File: config.mk
export PLATFORM = sky130hd
export DESIGN_NAME = mlfq_thread_scheduler
export DESIGN_NICKNAME = d
export VERILOG_FILES = /design/src/sv/mts_pkg.sv /design/src/sv/mts_ram.sv /design/src/sv/mlfq_thread_scheduler.sv
export SDC_FILE = /design/constraint.sdc
export NUM_CORES = 1
export LEC_CHECK = 0
export BUFFER_PORTS_ARGS = -buffer_cell sky130_fd_sc_hd__buf_2
export CELL_PAD_IN_SITES_DETAIL_PLACEMENT = 1
export CELL_PAD_IN_SITES_GLOBAL_PLACEMENT = 1
export CORE_UTILIZATION = 56
export CTS_BUF_LIST = sky130_fd_sc_hd__clkbuf_4
export DETAILED_ROUTE_END_ITERATION = 12
export PLACE_DENSITY = 0.78
export REMOVE_ABC_BUFFERS = 1
export SLEW_MARGIN = 20
export SYNTH_ARGS = -nofsm -noshare
export SYNTH_HDL_FRONTEND = slang
export SYNTH_SLANG_ARGS = --single-unit
File: constraint.sdc
create_clock -name clk -period 8.4 [get_ports clk]
set_input_delay 0.84 -clock clk [delete_from_list [all_inputs] [get_ports clk]]
set_output_delay 0.84 -clock clk [all_outputs]
set_load 0.05 [all_outputs]
File: src/sv/mts_pkg.sv
// Shared types, constants and helpers for the multilevel feedback queue scheduler.
// No dependencies.
package mts_pkg;

  localparam int LEVELS      = 4;
  localparam int QUEUE_DEPTH = 16;
  localparam int THREADS     = 16;

  localparam int LW  = $clog2(LEVELS);
  localparam int TW  = $clog2(THREADS);
  localparam int CW  = $clog2(QUEUE_DEPTH + 1);
  localparam int QAW = $clog2(LEVELS * QUEUE_DEPTH);
  localparam int QW  = 10;

  localparam logic [7:0] BASE_RESET = 8'd10;
  localparam logic [5:0] STEP_RESET = 6'd20;

  typedef enum logic [2:0] {
    CMD_ADD     = 3'd0,
    CMD_REMOVE  = 3'd1,
    CMD_IDLE    = 3'd2,
    CMD_TICK    = 3'd3,
    CMD_SUSPEND = 3'd4,
    CMD_RESUME  = 3'd5,
    CMD_CHOOSE  = 3'd6
  } cmd_t;

  typedef enum logic [0:0] {
    REG_BASE = 1'b0,
    REG_STEP = 1'b1
  } reg_idx_t;

  typedef enum logic [2:0] {
    ST_IDLE,
    ST_SCAN_RD,
    ST_SCAN_WR,
    ST_PLACE,
    ST_TICK,
    ST_SEL,
    ST_DONE
  } state_t;

  function automatic logic [QW-1:0] level_quantum(input logic [7:0] b, input logic [5:0] s,
                                                  input logic [LW-1:0] lv);
    return QW'(b) + QW'(s) * QW'(lv);
  endfunction

  function automatic logic [QAW-1:0] qaddr(input logic [LW-1:0] lv, input logic [CW-1:0] idx);
    return QAW'(int'(lv) * QUEUE_DEPTH + int'(idx));
  endfunction

endpackage

File: src/sv/mts_ram.sv
// Generic single-write, single-read synchronous RAM, registered read data.
// No dependencies.
module mts_ram #(
  parameter int WIDTH = 8,
  parameter int DEPTH = 16
) (
  input  logic                     clk,
  input  logic                     we,
  input  logic [$clog2(DEPTH)-1:0] waddr,
  input  logic [WIDTH-1:0]         wdata,
  input  logic [$clog2(DEPTH)-1:0] raddr,
  output logic [WIDTH-1:0]         rdata
);

  logic [WIDTH-1:0] mem [DEPTH];

  always_ff @(posedge clk) begin
    if (we) begin
      mem[waddr] <= wdata;
    end
    rdata <= mem[raddr];
  end

endmodule

File: src/sv/mlfq_thread_scheduler.sv
// Multilevel feedback queue scheduler top level: control sequencer, queue and quantum RAMs.
// Depends on mts_pkg and mts_ram.
//
// One command word is taken at a time and yields one result word. Per-level FIFOs live in one
// queue RAM, remaining/reload quanta in a second RAM; level, pinned, yield and scheduled bits
// are flops. Removing a thread from its queue, and popping the head of a level, sweep that
// level's entries through the queue RAM, each entry read, then written back if it is kept.
// A finished result sits in the output register while the next command word is accepted.
module mlfq_thread_scheduler import mts_pkg::*; (
  input  logic       clk,
  input  logic       rst_n,
  input  logic       in_valid,
  output logic       in_stall,
  input  logic [2:0] in_cmd,
  input  logic [3:0] in_thread_id,
  output logic       out_valid,
  input  logic       out_stall,
  output logic       out_ok,
  output logic       out_next_valid,
  output logic [3:0] out_next_thread,
  input  logic       cfg_we,
  input  logic [0:0] cfg_index,
  input  logic [7:0] cfg_data
);

  state_t            state_r, state_nxt, ret_r, ret_nxt;
  logic [7:0]        base_r;
  logic [5:0]        step_r;
  logic [2:0]        cmd_r, cmd_nxt;
  logic [TW-1:0]     tid_r, tid_nxt;
  logic              ok_r, ok_nxt;
  logic              run_valid_r, run_valid_nxt;
  logic [TW-1:0]     run_r, run_nxt;
  logic [CW-1:0]     counts_r [LEVELS];
  logic [CW-1:0]     counts_nxt [LEVELS];
  logic [LW-1:0]     level_r [THREADS];
  logic [LW-1:0]     level_nxt [THREADS];
  logic [THREADS-1:0] sched_r, sched_nxt, pin_r, pin_nxt, yield_r, yield_nxt;
  logic [LW-1:0]     scan_lv_r, scan_lv_nxt;
  logic [CW-1:0]     scan_rd_r, scan_rd_nxt, scan_wr_r, scan_wr_nxt;
  logic              scan_pop_r, scan_pop_nxt;
  logic [TW-1:0]     scan_tid_r, scan_tid_nxt;
  logic              out_valid_r, out_valid_nxt, out_ok_r, out_ok_nxt;
  logic              out_nv_r, out_nv_nxt;
  logic [3:0]        out_nt_r, out_nt_nxt;

  logic              qwe;
  logic [QAW-1:0]    qwaddr, qraddr;
  logic [TW-1:0]     qwdata, qrdata;
  logic              rwe;
  logic [TW-1:0]     rwaddr;
  logic [2*QW-1:0]   rwdata, rrdata;

  logic              sel_found;
  logic [LW-1:0]     sel_lv;
  logic [TW-1:0]     t_in;
  logic              tid_ok;

  mts_ram #(.WIDTH(TW), .DEPTH(LEVELS * QUEUE_DEPTH)) u_qram (
    .clk(clk), .we(qwe), .waddr(qwaddr), .wdata(qwdata), .raddr(qraddr), .rdata(qrdata)
  );

  mts_ram #(.WIDTH(2 * QW), .DEPTH(THREADS)) u_rram (
    .clk(clk), .we(rwe), .waddr(rwaddr), .wdata(rwdata), .raddr(run_r), .rdata(rrdata)
  );

  assign t_in   = TW'(in_thread_id);
  assign tid_ok = 32'(in_thread_id) < THREADS;

  // lowest-numbered non-empty level
  always_comb begin
    sel_found = 1'b0;
    sel_lv    = '0;
    for (int i = LEVELS - 1; i >= 0; i--) begin
      if (counts_r[i] != '0) begin
        sel_found = 1'b1;
        sel_lv    = LW'(i);
      end
    end
  end

  always_comb begin
    logic              push_en;
    logic [LW-1:0]     push_lv;
    logic [TW-1:0]     push_tid;
    logic [LW-1:0]     cur_lv, new_lv;
    logic [QW-1:0]     lq, q_left, q_reload;
    logic              keep;
    logic              run_sched;
    logic [LW-1:0]     run_lv;

    push_en  = 1'b0;
    push_lv  = '0;
    push_tid = '0;
    cur_lv   = '0;
    new_lv   = '0;
    lq       = '0;
    q_left   = rrdata[QW-1:0];
    q_reload = rrdata[2*QW-1:QW];
    keep     = 1'b0;
    run_sched = 1'b0;
    run_lv   = '0;

    state_nxt     = state_r;
    ret_nxt       = ret_r;
    cmd_nxt       = cmd_r;
    tid_nxt       = tid_r;
    ok_nxt        = ok_r;
    run_valid_nxt = run_valid_r;
    run_nxt       = run_r;
    counts_nxt    = counts_r;
    level_nxt     = level_r;
    sched_nxt     = sched_r;
    pin_nxt       = pin_r;
    yield_nxt     = yield_r;
    scan_lv_nxt   = scan_lv_r;
    scan_rd_nxt   = scan_rd_r;
    scan_wr_nxt   = scan_wr_r;
    scan_pop_nxt  = scan_pop_r;
    scan_tid_nxt  = scan_tid_r;
    out_valid_nxt = out_valid_r & out_stall;
    out_ok_nxt    = out_ok_r;
    out_nv_nxt    = out_nv_r;
    out_nt_nxt    = out_nt_r;

    qwe    = 1'b0;
    qwaddr = '0;
    qwdata = '0;
    qraddr = qaddr(scan_lv_r, scan_rd_r);
    rwe    = 1'b0;
    rwaddr = tid_r;
    rwdata = '0;

    case (state_r)
      ST_IDLE: begin
        if (in_valid) begin
          cmd_nxt      = in_cmd;
          tid_nxt      = t_in;
          ok_nxt       = 1'b0;
          scan_rd_nxt  = '0;
          scan_wr_nxt  = '0;
          scan_pop_nxt = 1'b0;
          scan_tid_nxt = t_in;
          scan_lv_nxt  = level_r[t_in];
          state_nxt    = ST_DONE;
          case (cmd_t'(in_cmd))
            CMD_ADD, CMD_IDLE: begin
              if (tid_ok) begin
                ret_nxt   = ST_PLACE;
                state_nxt = sched_r[t_in] ? ST_SCAN_RD : ST_PLACE;
              end
            end
            CMD_REMOVE, CMD_SUSPEND, CMD_RESUME: begin
              if (tid_ok && sched_r[t_in]) begin
                ok_nxt    = 1'b1;
                ret_nxt   = (cmd_t'(in_cmd) == CMD_RESUME) ? ST_PLACE : ST_DONE;
                state_nxt = ST_SCAN_RD;
                if (cmd_t'(in_cmd) == CMD_REMOVE) begin
                  sched_nxt[t_in] = 1'b0;
                end
              end
            end
            CMD_TICK: begin
              if (run_valid_r && sched_r[run_r]) begin
                state_nxt = ST_TICK;
              end
            end
            CMD_CHOOSE: state_nxt = ST_SEL;
            default: state_nxt = ST_DONE;
          endcase
        end
      end

      ST_SCAN_RD: begin
        if (scan_rd_r == counts_r[scan_lv_r]) begin
          counts_nxt[scan_lv_r] = scan_wr_r;
          state_nxt             = ret_r;
        end else begin
          state_nxt = ST_SCAN_WR;
        end
      end

      ST_SCAN_WR: begin
        // pop drops the head word, drop compacts out every copy of the thread
        keep = scan_pop_r ? (scan_rd_r != '0) : (qrdata != scan_tid_r);
        if (keep) begin
          qwe         = 1'b1;
          qwaddr      = qaddr(scan_lv_r, scan_wr_r);
          qwdata      = qrdata;
          scan_wr_nxt = scan_wr_r + 1'b1;
        end
        if (scan_pop_r && scan_rd_r == '0) begin
          run_nxt       = qrdata;
          run_valid_nxt = 1'b1;
        end
        scan_rd_nxt = scan_rd_r + 1'b1;
        state_nxt   = ST_SCAN_RD;
      end

      ST_PLACE: begin
        cur_lv = level_r[tid_r];
        case (cmd_t'(cmd_r))
          CMD_ADD:  new_lv = '0;
          CMD_IDLE: new_lv = LW'(LEVELS - 1);
          default:  new_lv = (pin_r[tid_r] || cur_lv == '0) ? cur_lv : cur_lv - 1'b1;
        endcase
        lq                = level_quantum(base_r, step_r, new_lv);
        rwe               = 1'b1;
        rwaddr            = tid_r;
        rwdata            = {lq, lq};
        level_nxt[tid_r]  = new_lv;
        sched_nxt[tid_r]  = 1'b1;
        if (cmd_t'(cmd_r) == CMD_RESUME) begin
          run_sched = (run_r == tid_r) ? 1'b1 : sched_r[run_r];
          run_lv    = (run_r == tid_r) ? new_lv : level_r[run_r];
          if (run_valid_r && run_sched && run_lv > new_lv) begin
            yield_nxt[run_r] = 1'b1;
          end
        end else begin
          pin_nxt[tid_r]   = (cmd_t'(cmd_r) == CMD_IDLE);
          yield_nxt[tid_r] = 1'b0;
          if (cmd_t'(cmd_r) == CMD_ADD && run_valid_r) begin
            yield_nxt[run_r] = 1'b1;
          end
        end
        push_en   = 1'b1;
        push_lv   = new_lv;
        push_tid  = tid_r;
        state_nxt = ST_DONE;
      end

      ST_TICK: begin
        cur_lv = level_r[run_r];
        rwaddr = run_r;
        rwe    = 1'b1;
        if (yield_r[run_r]) begin
          rwdata           = {q_reload, q_reload};
          yield_nxt[run_r] = 1'b0;
          push_en          = 1'b1;
          push_lv          = cur_lv;
          push_tid         = run_r;
          state_nxt        = ST_SEL;
        end else if (q_left <= QW'(1)) begin
          new_lv = (!pin_r[run_r] && 32'(cur_lv) < LEVELS - 1) ? cur_lv + 1'b1 : cur_lv;
          lq               = level_quantum(base_r, step_r, new_lv);
          rwdata           = {lq, lq};
          level_nxt[run_r] = new_lv;
          push_en          = 1'b1;
          push_lv          = new_lv;
          push_tid         = run_r;
          state_nxt        = ST_SEL;
        end else begin
          rwdata    = {q_reload, q_left - 1'b1};
          ok_nxt    = 1'b1;
          state_nxt = ST_DONE;
        end
      end

      ST_SEL: begin
        scan_lv_nxt  = sel_lv;
        scan_rd_nxt  = '0;
        scan_wr_nxt  = '0;
        scan_pop_nxt = 1'b1;
        ret_nxt      = ST_DONE;
        if (cmd_t'(cmd_r) == CMD_CHOOSE) begin
          ok_nxt = sel_found;
        end
        if (sel_found) begin
          state_nxt = ST_SCAN_RD;
        end else begin
          run_valid_nxt = 1'b0;
          state_nxt     = ST_DONE;
        end
      end

      ST_DONE: begin
        if (!out_valid_r || !out_stall) begin
          out_valid_nxt = 1'b1;
          out_ok_nxt    = ok_r;
          out_nv_nxt    = run_valid_r;
          out_nt_nxt    = run_valid_r ? 4'(run_r) : 4'd0;
          state_nxt     = ST_IDLE;
        end
      end

      default: state_nxt = ST_IDLE;
    endcase

    if (push_en) begin
      if (counts_r[push_lv] < CW'(QUEUE_DEPTH)) begin
        qwe                 = 1'b1;
        qwaddr              = qaddr(push_lv, counts_r[push_lv]);
        qwdata              = push_tid;
        counts_nxt[push_lv] = counts_r[push_lv] + 1'b1;
        ok_nxt              = 1'b1;
      end else begin
        ok_nxt = 1'b0;
      end
    end
  end

  always_ff @(posedge clk) begin
    if (!rst_n) begin
      state_r     <= ST_IDLE;
      ret_r       <= ST_DONE;
      run_valid_r <= 1'b0;
      run_r       <= '0;
      out_valid_r <= 1'b0;
      sched_r     <= '0;
      pin_r       <= '0;
      yield_r     <= '0;
      base_r      <= BASE_RESET;
      step_r      <= STEP_RESET;
      for (int i = 0; i < LEVELS; i++) begin
        counts_r[i] <= '0;
      end
      for (int i = 0; i < THREADS; i++) begin
        level_r[i] <= '0;
      end
    end else begin
      state_r     <= state_nxt;
      ret_r       <= ret_nxt;
      run_valid_r <= run_valid_nxt;
      run_r       <= run_nxt;
      out_valid_r <= out_valid_nxt;
      sched_r     <= sched_nxt;
      pin_r       <= pin_nxt;
      yield_r     <= yield_nxt;
      counts_r    <= counts_nxt;
      level_r     <= level_nxt;
      if (cfg_we) begin
        case (reg_idx_t'(cfg_index))
          REG_BASE: base_r <= cfg_data;
          REG_STEP: step_r <= cfg_data[5:0];
          default: ;
        endcase
      end
    end
  end

  always_ff @(posedge clk) begin
    cmd_r      <= cmd_nxt;
    tid_r      <= tid_nxt;
    ok_r       <= ok_nxt;
    scan_lv_r  <= scan_lv_nxt;
    scan_rd_r  <= scan_rd_nxt;
    scan_wr_r  <= scan_wr_nxt;
    scan_pop_r <= scan_pop_nxt;
    scan_tid_r <= scan_tid_nxt;
    out_ok_r   <= out_ok_nxt;
    out_nv_r   <= out_nv_nxt;
    out_nt_r   <= out_nt_nxt;
  end

  assign in_stall        = (state_r != ST_IDLE);
  assign out_valid       = out_valid_r;
  assign out_ok          = out_ok_r;
  assign out_next_valid  = out_nv_r;
  assign out_next_thread = out_nt_r;

endmodule

## Yosys cells after proc, flatten, opt, wreduce, memory -nomap -nowiden

Memory sizes are Yosys's and may differ from the RTL's. A register that Yosys moved wholly into a read port is not among the register bits.
Cells that the tools add are included.

- Output and inout bits: 8
- Memories: 2
- Latch bits: 0
- Word-level logic and storage cells: 325
- Bits of input ports: 21
- Memory bits (writable): 576
- Memory bits (read-only): 0
- Bits in registers: 153

- Order comparisons: 19
- Eq/ne operators: 36
- Add/subtract/negate cells: 11
- Reduce and logical (&&, ||, !) cells: 54
- Multiply operators: 2
- Muxes and demuxes: 144
- Bitwise gates (word level): 17
- Divide/modulo/power cells: 0
- Shifts and indexed selects: 0

Memories:

| name | words | width | rd ports | clocked after memory_dff | write ports | line | text |
|---|---|---|---|---|---|---|---|
| u_rram.mem | 16 | 20 | 1 | 1 | 1 | mts_ram.sv:15 | `logic [WIDTH-1:0] mem [DEPTH];` |
| u_qram.mem | 64 | 4 | 1 | 1 | 1 | mts_ram.sv:15 |  |

Operator list:

| kind | count |
|---|---|
| 2-to-1 mux 16 bit | 8 |
| 2-to-1 mux 20 bit | 6 |
| bitwise mux 32 bit | 2 |
| 2-to-1 mux 32 bit | 2 |
| one-hot mux 16 bit (2 select lines) | 2 |
| one-hot mux 32 bit (2 select lines) | 1 |
| bitwise AND 16 bit | 3 |
| inverter 16 bit | 3 |
| bitwise OR 16 bit | 3 |
| 2-to-1 mux 2 bit | 23 |
| bitwise mux 20 bit | 2 |
| 2-to-1 mux 5 bit | 8 |
| one-hot mux 20 bit (2 select lines) | 1 |
| 2-to-1 mux 1 bit | 38 |
| one-hot mux 5 bit (3 select lines) | 2 |
| 2-to-1 mux 4 bit | 7 |
| nonzero test 5 bit | 5 |
| binary-select mux 2 bit (select 4 bit) | 3 |
| equality test 3 bit, second input constant | 8 |
| 2-to-1 mux 3 bit | 8 |
| 2-to-1 mux 6 bit | 4 |
| one-hot mux 3 bit (7 select lines) | 1 |
| binary-select mux 1 bit (select 4 bit) | 5 |
| binary-select mux 5 bit (select 2 bit) | 2 |
| 55 further kinds | 136 |

## Longest topological paths before layout

Gate-level depths: netlist of run 1.

- Depth in word-level cells: 19
- Gate-level depth with buffers: 25
- Mapped depth without buffers: 22

## Cells and area by module

A second synthesis of run 1 with hierarchy kept.

- Cell total of the unflattened synthesis: 2,393
- Area total of the unflattened synthesis: 34,000.1 sq um

Modules (own cells, without submodules):

| module | instances | area an instance (sq um) | sequential area each (sq um) | cells each |
|---|---|---|---|---|
| mts_ram at u_rram | 1 | 12,530.8 | 10,009.6 | 533 |
| mlfq_thread_scheduler | 1 | 11,113.2 | 3,313.2 | 1,331 |
| mts_ram at u_qram | 1 | 10,356.2 | 7,767.4 | 529 |

## Worst setup path before layout of run 1

Ideal clock, no wire load.

- Path kind: register to register
- Start: register run_r[0]
- End: memory u_rram.mem[0][7] (netlist name), data pin
- Library setup time: 0.330 ns
- Period minus slack after synthesis: 5.951 ns
- Path buffers: 2
- Data required time: 8.070 ns
- Stages on the path, launching flop included: 23
- Path slack: 2.449 ns
- Data arrival time: 5.621 ns
- Cell sequence: dfxtp_1 -> buf_4 -> mux4_2 -> mux4_2 -> ha_1 -> a221oi_2 -> nand4_1 -> xnor2_1 -> clkbuf_1 -> nand2_1 -> fa_1 -> inv_1 -> ha_1 -> fa_1 -> a21oi_1 -> nor2_1 -> nor2_1 -> o21bai_1 -> a21oi_1 -> xor2_1 -> a211oi_1 -> a21oi_1 -> o21ai_0

- Longest elaborated chain between the ends: 12
- Elaborated cells between the ends (all ways): 18
- Those cells by class: add/sub (2); mul (1); order compare (1); mux (11); bitwise (1); reduce/logical (2)

RTL lines:

| element | line | text |
|---|---|---|
| from (decl) | mlfq_thread_scheduler.sv:33 | `logic [TW-1:0] run_r, run_nxt;` |
| from (signal assigned) | mlfq_thread_scheduler.sv:324 | `run_r <= run_nxt;` |
| inverter 4 -> 5 bit (not written as such) | mlfq_thread_scheduler.sv:233 | `cur_lv = level_r[run_r];` |
| binary-select mux 2 bit (select 4 bit) | mlfq_thread_scheduler.sv:233 |  |
| 2-to-1 mux 2 bit (not written as such) (2 in series) | mlfq_thread_scheduler.sv:233 |  |
| < comparator 2 bit | mlfq_thread_scheduler.sv:244 | `new_lv = (!pin_r[run_r] && 32'(cur_lv) < LEVELS - 1) ? cur_lv + 1'b1 : cur_lv;` |
| logical AND 1 bit | mlfq_thread_scheduler.sv:244 |  |
| 2-to-1 mux 2 bit | mlfq_thread_scheduler.sv:244 |  |
| multiplier 6 x 2 -> 8 bit | mts_pkg.sv:45 | `return QW'(b) + QW'(s) * QW'(lv);` |
| adder 8 x 8 -> 9 bit | mts_pkg.sv:45 |  |
| 2-to-1 mux 20 bit | mlfq_thread_scheduler.sv:243 | `end else if (q_left <= QW'(1)) begin` |
| 2-to-1 mux 20 bit (*) | mlfq_thread_scheduler.sv:236 | `if (yield_r[run_r]) begin` |
| one-hot mux 20 bit (2 select lines) (*) | mlfq_thread_scheduler.sv:134 | `case (state_r)` |
| via rwdata[7] | mlfq_thread_scheduler.sv:52 | `logic [2*QW-1:0] rwdata, rrdata;` |
| to (decl) | mts_ram.sv:15 |  |

The timed path passes the listed nets; every way through them passes the cells marked *. The select of a mux whose other input is x is not followed.

## Worst setup path in the final report of run 1

- Start: register run_r[1]
- End: memory u_rram.mem[2][7] (netlist name), data pin

Same word-level chain as after synthesis.

==> results.toml, run 1 <==
[sta]
finClkSkew_ns = 0.0775
finalSetupTns_ns = 0
setup_slack_ns = 1.42
final.min_clock_period_ns = 6.98
worst_pin_slew_ns = 1.17
setup_violations = 0
max_slew_margin_pct = 21.7
rsz0062_at_grt = "no"
drv_slew = 0
fin_crit_sh_pct = 83.1
hold_violations = 0
fmax_mhz = 143

[worst_setup_path]
rrSetupSlack_ns = 1.42
crit_arrival_ns = 7.70
cp-start-kind = "flip-flop"
worstRegToRegCells = 23
path_buf_inv = 3
cp_slowest_stage_delay_ns = 0.69
cp_common_cell = "a21oi_1"
cp_max_fo = 53
crit_required_ns = 9.13
reg2reg_to = "u_rram.mem[2][7]"
critPathCaptureType = "flip-flop"
cp_slowest_cell = "buf_4"
r2r-start = "run_r[1]"
worstPathCellList = "buf_4, mux4_2, a22oi_1, nand2_1, ha_1, a221oi_2, nand4_1, mux2_2, nand2_1, fa_1, inv_1, ha_1, fa_1, a21oi_1, nor2_1, nor2_1, o21bai_1, a21oi_1, xor2_1, a211oi_1, a21oi_1, o21ai_0, buf_4"
crit_family = "adder cells"
path_class = "flip-flop to flip-flop"

[pwr]
leakage_nw = 13.0
p_total_mw = 10.3
ir_drop_mv = 0.165
power_density_mw_per_mm2 = 273

[layout]
final_common_cell = "edfxtp_1"
area_growth_pct = 10.8
fin_cells = 3339
fin_util_pct = 62.6
drive_gt1_share_pct = 27.0
final_cell_mix = "603 x edfxtp_1, 284 x clkbuf_4, 234 x mux4_2, 201 x nand2_1, 145 x dfxtp_1"
fin_nets = 2465
nFillCells = 5623

[yosys]
ys_seq_elements = 752
synth.top_cell.area_share_pct = 53.2
synthTopCellsByArea = "edfxtp_1 53%, mux4_2 15%, dfxtp_1 8.8%, nand2_1 2.2%, mux2i_1 1.6%"
synthArstFlopShare_pct = 0
synth_cell_types = 68
synth_top_area_cell = "edfxtp_1"
synth_seq_area_share_pct = 62.0
synth_cells = 2254
synth-warning-count = 0
synth_edf_count = 603
synth_ff_type = "edfxtp_1"
synth_area_per_cell_um2 = 15.1
syn_area_mm2 = 0.0340

[routing]
drtPass1Iterations = 6
wl_per_cell_um = 29.0
avgViaCountPerCell = 6.63
drc = 0
ant_nets = 0
wl_um = 96700
dr_total_vias = 22151
first_iter_violations = 2197

[cts]
clk_latency_ns = 1.07
cts_made_buffers = 189
cts-resized-gates = 0
clkSinkCount = 752
root_buffer = "clkbuf_4"
clk_pin_slew_ns = 0.07
cts_max_level = 4
post_cts_buffers = 0
cts_tree = "done"
cts_hold_buf = 11
cts_max_path_buffers = 3

[floorplan]
core_mm2 = 0.0602
io_pins = 29
fp.dieH_um = 249
start_util_pct = 56.5
dieArea_mm2 = 0.0618
chipWidth_um = 249
rows = 90

[flow_run]
cap_violations = 0

[place]
dp_cells = 2982
port_buffers = 28
dp_hpwl_um = 60300
gp_congestion = 0.863
place_ws_ns = 1.61

[grt]
grt_usage_pct = 31.9
grt_pass1_vias = 23572
grt_remaining_overflow = 0
grt_max_degree = 84
grt_pass1_wl_um = 147000
antenna_found_initial = 2

[worst_hold_path]
hold_depth = 3
holdPathEnd = "out_valid"
worstHoldStart = "out_stall"
timing.hold.worst.class = "input pin to flip-flop"

[outcome]
run_status = "finished, final reports clean"
## synth_stat cells, drive strengths merged, types with 22 or more instances
library cell / n
a21boi: 40
a21oi: 68
a22oi: 35
buf: 52
clkbuf: 94
dfxtp: 149
edfxtp: 603
ha: 30
inv: 52
mux2i: 55
mux4: 234
nand2: 201
nand3: 27
nor2: 128
nor2b: 32
nor3: 34
nor4: 61
o211a: 46
o21ai: 71
xnor2: 22
## worst min-delay path: cells and delay by family
family,cells,cell delay (ns)
and+or+nand+nor,1,0.07
buffers and inverters,1,0.11
AOI/OAI and AO/OA,1,0.07
## worst max path at each step
| stage | endpoint | cells after the start | startpoint | slack (ns) |
|---|---|---|---|---|
| 4_1_cts | u_rram.mem[2][7] | 23 | run_r[1] | 1.54 |
| 5_1_grt | u_rram.mem[2][7] | 23 | run_r[1] | 1.11 |
| 2_1_floorplan | u_rram.mem[0][7] | 20 | run_r[0] | -1.91 |
| 3_3_place_gp | u_rram.mem[14][7] | 23 | run_r[1] | 1.96 |
| 6_report | u_rram.mem[2][7] | 23 | run_r[1] | 1.42 |
| 3_5_place_dp | u_rram.mem[5][7] | 23 | run_r[1] | 1.61 |
## logic make-up after synthesis
group           share of synthesized area (%)
mux                                      17.5
simple gates                             7.80
xor+xnor                                 1.11
fa+ha+maj                                1.81
buf+inv                                  2.32
compound gates                           7.53
flops                                    62.0
## stage by stage
stage	cell area [µm²]	hold WS [ns]
6_report	37700	0.124
5_1_grt	37700	0.0987
4_1_cts	37700	0.0156
3_5_place_dp	35100	0.412
3_3_place_gp	35100	0.411
2_1_floorplan	33400	0.400
## where the power goes
part | leakage (nW) | internal (mW) | switching [mW] | total [mW]
clock | 1.46 | 1.59 | 1.56 | 3.15
sequential | 6.79 | 4.47 | 0.219 | 4.69
combinational | 4.76 | 0.893 | 1.55 | 2.45
## final cells by class
cell class / count / area (µm²) / area share (%)
diodes: 4 / 10.0 / 0.0266
flip-flops and latches: 752 / 21100 / 56.0
multi-input cells: 1304 / 12200 / 32.5
repair buffers: 103 / 733 / 1.94
clock buffers: 284 / 2130 / 5.66
clock inverters: 58 / 307 / 0.813
well taps: 782 / 978 / 2.60
inverters: 52 / 195 / 0.518
## flip-flops by register name (all words and copies together) (netlist names), 5 cells and up
signal        count
u_rram.rdata     20
pin_r            16
base_r            8
counts_r         20
u_qram.mem      256
step_r            6
yield_r          16
u_rram.mem      320
scan_wr_r         5
sched_r          16
level_r          32
scan_rd_r         5
## metal layers
layer,share of wire (%),up-vias,global-route usage (%)
met3,8.0,258,6.77
li1,-,9312,-
met1,39,11469,42.0
met4,3.5,0,13.9
met2,49,1112,51.7
met5,0,-,0
No activity file was read; power rests on OpenSTA's default activity.
==> run 2: changes to the inputs <==
==> constraint.sdc (replaced) <==
create_clock -name clk -period 6.9 [get_ports clk]
set_input_delay 0.69 -clock clk [delete_from_list [all_inputs] [get_ports clk]]
set_output_delay 0.69 -clock clk [all_outputs]
set_load 0.05 [all_outputs]
==> run 2 against run 1 <==
Against the previous run:
- combinational power grew 22%
- global-route usage shrank 0.17 points
- flip-flop and latch count is the same
- design area grew 0.86%
- sequential share of layout area shrank 0.48 points
- critical endpoint is now u_rram.mem[13][7]
- cell count grew 0.99%
- hold slack gained 0.028 ns
- critical path depth shrank 3
- wire length shrank 0.53%
- total power grew 24%
- setup slack lost 0.93 ns
==> results.toml, run 2 (synthesis gave the netlist of run 1 again) <==
[outcome]
run_status = "finished, final reports clean"

[cts]
clk_latency_ns = 1.08
cts_tree = "done"
post_cts_buffers = 0
clkSinkCount = 752
root_buffer = "clkbuf_4"
cts_max_path_buffers = 3
cts-resized-gates = 0
cts_made_buffers = 190
cts_max_level = 4
clk_pin_slew_ns = 0.06

[routing]
dr_total_vias = 22239
avgViaCountPerCell = 6.60
drc = 0
wl_um = 96200
drtPass1Iterations = 5
first_iter_violations = 2259
ant_nets = 0
wl_per_cell_um = 28.5

[worst_setup_path]
crit_required_ns = 7.62
critPathCaptureType = "flip-flop"
crit_path_end = "u_rram.mem[13][7]"
path_class = "flip-flop to flip-flop"
crit_start = "run_r[0]"
cp-start-kind = "flip-flop"
r2r-start = "run_r[0]"
reg2reg_to = "u_rram.mem[13][7]"
crit_arrival_ns = 7.12
rrSetupSlack_ns = 0.50
cp_max_fo = 20
worstRegToRegCells = 20

[place]
dp_hpwl_um = 59600
gp_congestion = 0.892
dpl-instance-area_mm2 = 0.0352
port_buffers = 28
place_ws_ns = 0.619

[sta]
fin_crit_sh_pct = 92.8
fmax_mhz = 156
hold_violations = 0
final.min_clock_period_ns = 6.40
setup_violations = 0
rsz0062_at_grt = "no"
max_slew_margin_pct = 26.4
worst_pin_slew_ns = 1.10
holdWs_ns = 0.152
setup_slack_ns = 0.496
finalSetupTns_ns = 0
finClkSkew_ns = 0.0659
drv_slew = 0

[pwr]
leakage_nw = 13.2
ir_drop_mv = 0.241
power_density_mw_per_mm2 = 334
p_total_mw = 12.7

[layout]
largestRegisters = "u_rram.mem (320), u_qram.mem (256), level_r (32)"
fin_area_mm2 = 0.0380
area_growth_pct = 11.7
drive_gt1_share_pct = 27.4
regMostFlops = "u_rram.mem"
fin_nets = 2486
final_cell_mix = "603 x edfxtp_1, 296 x clkbuf_4, 234 x mux4_2, 201 x nand2_1, 145 x dfxtp_1"
largest_reg_flops = 320
nFillCells = 5618
final_common_cell = "edfxtp_1"

[floorplan]
chipWidth_um = 249
rows = 90
dieArea_mm2 = 0.0618
io_pins = 29
fp.dieH_um = 249
core_mm2 = 0.0602
start_util_pct = 56.5

[grt]
grt_pass1_vias = 23372
grt_max_degree = 68
antenna_found_initial = 3
grt_remaining_overflow = 0
grt_pass1_wl_um = 146000
grt_usage_pct = 31.7

[worst_hold_path]
worstHoldStart = "rst_n"
timing.hold.worst.class = "input pin to flip-flop"

[flow_run]
cap_violations = 0
==> run 2: cell count changes in the layout (fill, tap and decap cells not counted), moves of 2 or more <==
| cell | before | now |
|---|---|---|
| buf_4 | 65 | 76 |
| bufinv_16 | 1 | 4 |
| clkbuf_4 | 284 | 296 |
| clkinv_1 | 37 | 42 |
| clkinv_2 | 7 | 2 |
| clkinv_4 | 4 | 2 |
| dlygate4sd3_1 | 11 | 18 |
==> run 2: timing repair <==
action                                  4_1_cts  5_1_grt
endpoints found under the setup margin        0        0
hold buffers                                 18        0
endpoints found under the hold margin        25        0
==> run 2: worst min-delay path by stage <==
| stage | end | slack, ns | cells past startpoint |
|---|---|---|---|
| floorplan | out_ok | 0.40 | 0 |
| global placement | out_ok | 0.42 | 0 |
| detailed placement | out_ok | 0.42 | 0 |
| CTS | scan_tid_r[1] | 0.09 | 1 |
| global route | step_r[4] | 0.13 | 2 |
| finish | step_r[4] | 0.15 | 2 |
==> run 2: where the power goes <==
group	switching, mW	total (mW)	internal, mW
Clock	1.89	4.00	2.11
Combinational	1.88	2.99	1.10
Sequential	0.273	5.71	5.44
Total	4.04	12.7	8.66
==> run 2: metal layers <==
layer	wire length (µm)	global-route usage [%]	share of wire [%]
met5	53	0	0.055
met4	2690	11.8	2.8
met3	7650	7.58	8.0
met1	39200	43.1	41
met2	46600	50.3	48
==> run 2: area by class of cell <==
| cell class | count | area (µm²) | area share [%] |
|---|---|---|---|
| Antenna cell | 5 | 12.5 | 0.0329 |
| Clock buffer | 296 | 2220 | 5.84 |
| Clock inverter | 58 | 372 | 0.977 |
| Inverter | 52 | 195 | 0.513 |
| Multi-Input combinational cell | 1304 | 12200 | 32.2 |
| Sequential cell | 752 | 21100 | 55.5 |
| Tap cell | 782 | 978 | 2.57 |
| Timing Repair Buffer | 123 | 912 | 2.40 |
==> run 2: through the flow <==
stage	util [%]	cells
2_1_floorplan	-	2108
3_3_place_gp	58.5	2994
3_5_place_dp	58.5	2994
4_1_cts	63.1	3366
5_1_grt	63.1	3371
6_report	63.1	3372
==> run 2: worst max-delay path, cell delays in order, from the launching register on <==
cell,delay [ns]
dfxtp_4,0.57
mux4_2,0.57
mux4_2,0.57
ha_1,0.25
a221oi_2,0.20
nand4_1,0.29
mux2_2,0.43
nand2_1,0.09
fa_1,0.49
inv_1,0.05
ha_1,0.21
fa_1,0.48
a21oi_1,0.16
nor2_1,0.06
nor2_1,0.15
o21bai_1,0.08
a21oi_1,0.20
xor2_1,0.13
a211oi_1,0.23
a21oi_1,0.09
o21ai_1,0.78
